### src/rtl/sic_pkg.sv
// Shared types and constants for the slope illumination cosine pipeline.
// No dependencies; used by sic_horner_step and slope_illumination_cosine_unit.

package sic_pkg;

	// angle to phase scale factors (2^32 = one turn)
	localparam logic [24:0] AZ_PHASE_K = 25'd23860929;
	localparam logic [24:0] EX_PHASE_K = 25'd21361415;

	localparam logic [31:0] PI_Q30   = 32'd3373259426;
	localparam logic [30:0] ONE_Q30  = 31'h4000_0000;
	localparam logic [29:0] HALF_Q30 = 30'h2000_0000;
	localparam logic [15:0] ONE_Q15  = 16'h8000;

	localparam logic signed [32:0] COS_MAX  = 33'sh0_4000_0000;
	localparam logic signed [63:0] ONE_Q60  = 64'sh1000_0000_0000_0000;
	localparam logic signed [63:0] RND_Q45  = 64'sh0000_1000_0000_0000;

	// Taylor series divisors, innermost first
	localparam int HORNER_STEPS = 5;
	typedef logic [$clog2(HORNER_STEPS)-1:0] step_idx_t;

	// floor(q/d) = (q * m) >> s for any 32-bit q, with m = floor(2^s/d) + 1,
	// s = 32 + ceil(log2(d)), so m stays within 33 bits
	localparam logic [32:0] MAGIC_132 = 33'((64'd1 << 40) / 132 + 1);
	localparam logic [32:0] MAGIC_90  = 33'((64'd1 << 39) / 90 + 1);
	localparam logic [32:0] MAGIC_56  = 33'((64'd1 << 38) / 56 + 1);
	localparam logic [32:0] MAGIC_30  = 33'((64'd1 << 37) / 30 + 1);
	localparam logic [32:0] MAGIC_12  = 33'((64'd1 << 36) / 12 + 1);

	typedef struct packed {
		logic               masked;
		logic               neg;
		logic signed [31:0] czcs;
		logic signed [31:0] szss;
	} side_t;

	typedef struct packed {
		logic [31:0] x2;
		logic [30:0] t;
		side_t       side;
	} horner_t;

	function automatic logic [32:0] horner_magic(input step_idx_t idx);
		logic [32:0] m;
		unique case (idx)
			step_idx_t'(0): m = MAGIC_132;
			step_idx_t'(1): m = MAGIC_90;
			step_idx_t'(2): m = MAGIC_56;
			step_idx_t'(3): m = MAGIC_30;
			step_idx_t'(4): m = MAGIC_12;
			default:        m = MAGIC_12;
		endcase
		return m;
	endfunction

	function automatic logic [5:0] horner_shift(input step_idx_t idx);
		logic [5:0] s;
		unique case (idx)
			step_idx_t'(0): s = 6'd40;
			step_idx_t'(1): s = 6'd39;
			step_idx_t'(2): s = 6'd38;
			step_idx_t'(3): s = 6'd37;
			step_idx_t'(4): s = 6'd36;
			default:        s = 6'd36;
		endcase
		return s;
	endfunction

endpackage

### src/rtl/sic_horner_step.sv
// One nested-evaluation step of the cosine series: t' = 1 - floor(x2*t)/d.
// Two pipeline stages (multiply, reciprocal multiply). Depends on sic_pkg.

module sic_horner_step (
	input  logic              clk,
	input  logic              arst_n,
	input  sic_pkg::step_idx_t div_idx,
	input  logic              up_valid,
	input  sic_pkg::horner_t  up_data,
	output logic              up_take,
	output logic              dn_valid,
	output sic_pkg::horner_t  dn_data,
	input  logic              dn_take
);
	import sic_pkg::*;

	logic        v_s1, v_s2;
	logic        en_s1, en_s2;
	logic [31:0] x2_s1, x2_s2;
	side_t       side_s1, side_s2;
	logic [31:0] q_s1;
	logic [64:0] mp_s2;

	logic [62:0] prod_a;
	logic [64:0] mp;
	logic [31:0] p;
	logic [30:0] t_next;

	assign en_s2   = !v_s2 || dn_take;
	assign en_s1   = !v_s1 || en_s2;
	assign up_take = en_s1;

	always_comb begin
		prod_a = 63'(up_data.x2) * 63'(up_data.t);
		mp     = 65'(q_s1) * 65'(horner_magic(div_idx));
		p      = 32'(mp_s2 >> horner_shift(div_idx));
		t_next = (p >= 32'(ONE_Q30)) ? '0 : 31'(32'(ONE_Q30) - p);
	end

	always_ff @(posedge clk or negedge arst_n) begin
		if (!arst_n) begin
			v_s1 <= 1'b0;
			v_s2 <= 1'b0;
		end else begin
			if (en_s1) v_s1 <= up_valid;
			if (en_s2) v_s2 <= v_s1;
		end
	end

	always_ff @(posedge clk) begin
		if (en_s1) begin
			q_s1    <= prod_a[61:30];
			x2_s1   <= up_data.x2;
			side_s1 <= up_data.side;
		end
		if (en_s2) begin
			mp_s2   <= mp;
			x2_s2   <= x2_s1;
			side_s2 <= side_s1;
		end
	end

	assign dn_valid     = v_s2;
	assign dn_data.x2   = x2_s2;
	assign dn_data.t    = t_next;
	assign dn_data.side = side_s2;

endmodule

### config.mk
export PLATFORM = sky130hd
export DESIGN_NAME = sic_horner_step
export DESIGN_NICKNAME = d
export VERILOG_FILES = /design/src/rtl/sic_pkg.sv /design/src/rtl/sic_horner_step.sv
export SDC_FILE = /design/constraint.sdc
export NUM_CORES = 2
export LEC_CHECK = 0
export ABC_AREA = 1
export BUFFER_PORTS_ARGS = -buffer_cell sky130_fd_sc_hd__clkbuf_2
export CAP_MARGIN = 10
export CORE_ASPECT_RATIO = 1.5
export CORE_MARGIN = 10
export CORE_UTILIZATION = 40
export CTS_CLUSTER_DIAMETER = 40
export DETAILED_ROUTE_END_ITERATION = 8
export PLACE_DENSITY = 0.57
export SYNTH_ARGS = -nofsm -noshare
export SYNTH_HDL_FRONTEND = slang
export SYNTH_SLANG_ARGS = --single-unit
### constraint.sdc
create_clock -name clk -period 8.35 [get_ports clk]
set_clock_uncertainty 0.05 [all_clocks]
set_input_delay 1.67 -clock clk [delete_from_list [all_inputs] [get_ports clk]]
set_output_delay 1.67 -clock clk [all_outputs]
set_load 0.01 [all_outputs]
==> results.yml <==
sta:
  hold_viol: 0
  fin_crit_ps: 8250
  maxSlewViolCount: 0
  worst_pin_slew_ps: 913
  relSlewSlack_pct: 39.1
  final.period_utilization_pct: 98.9
  finalSetupViolCount: 0
  fmax_ghz: 0.121
  rsz0062_at_grt: "yes"
worst_setup_path:
  crit_buf_inv: 10
  arrival_ps: 8560
  critPathCaptureType: "register"
  endpoint: "mp_s2[49]"
  crit_path_top_delay_cell: "fa_2"
  r2r_cells: 23
  crit_type: "in2reg"
  path_depth: 30
  rrSetupSlack_ps: 560
  rr_startpoint: "q_s1[31]"
  critical_path.top_delay_family: "adder cells"
  cpMostUsedCell: "fa_1"
  crit_path_max_fanout: 7
  critPathMaxStageDelay_ps: 650
  cp-start-kind: "primary input"
  critPathLaunch: "div_idx[2]"
  cp.required_ps: 8650
  r2r_end: "mp_s2[49]"
global_routing:
  grt_pass1_wl_um: 406000
  grt_overflow: 0
  grt_usage_pct: 27.7
  grt_pass1_vias: 65800
  grt_max_degree: 55
  antenna_found_initial: 5
routing:
  wl_per_cell_um: 22.9
  drt-vias-per-instance: 4.90
  wl_um: 273000
  drt_iter0_markers: 3278
  vias: 58400
  drc: 0
  ant_nets: 0
  dr.pass1.iters: 5
floorplan:
  die_x_um: 366
  io-pin-count: 267
  rows: 190
  die_area_um2: 198000
  design.core.area_um2: 179000
  start_util_pct: 40.3
  chipHeight_um: 540
job:
  cap_violations: 0
synthesis:
  yosysUniqueCellTypes: 47
  synth_edf_count: 257
  yosysWarnings: 0
  synth-seq-cells: 259
  syn-num-nets: 10700
  syn_inst: 8317
  postSynthAreaPerCell_um2: 8.66
  synth_area_um2: 72000
  async_flop_share_pct: 0.772
  ys_seq_area_share_pct: 10.8
  synth_flop_cell: "edfxtp_1"
place:
  dp_hpwl_um: 245000
  port_buffers: 266
  gp_congestion: 1.08
  dp.cells: 11800
layout:
  final_core_util_pct: 48.9
  drive_gt1_share_pct: 19.0
  final_common_cell: "inv_1"
  fill_cells: 17500
  fin_nets: 11900
  final_cells: 11900
  final_cell_mix: "inv_1 (2459), nand2_1 (1693), fa_1 (1610)"
  area_growth_pct: 21.5
clocking:
  cts_hold_buf: 0
  clock-root-buffer: "clkbuf_16"
  cts_tree: "done"
  cts_made_buffers: 39
  clock_latency_ps: 670
  path_clk_slew_ps: 60
  cts.sinks: 259
  cts_max_level: 2
  cts_buffer_depth: 3
min_path:
  hp-class: "reg2reg"
run_status:
  status: "completed"
-- Yosys cell counts (all sizes together) (3+ instances only) --
cell,count,area [µm²]
a21boi,9,67.6
a21o,19,143
a21oi,171,856
a31oi,17,106
and3,3,18.8
buf,27,183
clkbuf,231,867
clkinv,12,45.0
edfxtp,257,7720
fa,1667,33400
ha,599,7490
inv,2507,9420
nand2,1731,6530
nand3,152,796
nand3b,5,37.5
nand4,22,138
nor2,599,2310
nor3,21,116
nor4,9,56.3
o211ai,3,22.5
o21a,12,90.1
o21ai,141,732
o21bai,32,240
or2,6,37.5
xnor2,17,149
xor2,41,367
-- layout make-up --
class	count	area, µm²	area share, %
Inverter	2519	9480	10.8
Timing Repair Buffer	1378	10900	12.5
Clock buffer	43	991	1.13
Multi-Input combinational cell	5281	55000	62.9
Clock inverter	28	320	0.366
Sequential cell	259	7770	8.88
Antenna cell	1	2.50	0.00286
Tap cell	2400	3000	3.43
-- worst register-to-register path, delay by kind of cell (launching register included) --
family / cells / cell delay, ps
flip-flops: 1 / 740
buffers and inverters: 7 / 1240
XOR/XNOR: 1 / 160
AND/OR/NAND/NOR: 2 / 550
AO/OA/AOI/OAI: 4 / 580
adder cells (fa/ha/maj): 9 / 4170
-- sequential cells by signal (all words and copies together), names as in the netlist --
name,count
dn_data,66
side_s1,66
q_s1,32
x2_s1,32
x2_s2,32
mp_s2,29
dn_valid,1
v_s1,1
-- kinds of logic after synthesis --
group                      after synthesis  synth area share (%)
buffers and inverters                 2777                  14.6
DFF                                    259                  10.8
xor gates and xnor gates                58                 0.716
AOI/OAI and AO/OA                      407                  3.17
adders and majority gates             2266                  56.8
and+or+nand+nor                       2550                  14.0
-- timing repair --
action,in CTS,in global routing
setup endpoints to repair,29,29
gates resized for setup,74,301
pin swaps,6,91
setup buffers,0,20
gates cloned,0,1
-- per-layer routing --
metal	track usage, %	up-vias	wire length, µm
met1	26.7	29500	87700
met4	22.4	8	28500
met2	52.6	1829	145000
met5	0	-	46
li1	-	26200	-
met3	3.25	877	11600
-- through the flow --
| step | setup slack (ps) | area [µm²] | hold slack, ps | TNS (ps) |
|---|---|---|---|---|
| after floorplan | -2.00 | 72300 | 350 | -2.00 |
| after global placement | -1210 | 84800 | 350 | -31520 |
| after detailed placement | -1210 | 84800 | 355 | -33360 |
| after CTS | -9.44 | 86300 | 367 | -27.6 |
| after global routing | -34.9 | 87500 | 371 | -217 |
| final | 95.9 | 87500 | 365 | 0 |
-- how the worst min path moves through the flow --
| stage | start | to | slack, ps | cells past startpoint |
|---|---|---|---|---|
| floorplan | side_s1[0] | dn_data[0] | 350 | 0 |
| global placement | side_s1[51] | dn_data[51] | 350 | 0 |
| detailed placement | side_s1[2] | dn_data[2] | 350 | 0 |
| CTS | side_s1[5] | dn_data[5] | 370 | 0 |
| global route | side_s1[50] | dn_data[50] | 370 | 0 |
| finish | side_s1[5] | dn_data[5] | 360 | 0 |
Power is not shown: default switching activity piles up to over one toggle a cycle in this logic, so the estimate is an artifact.
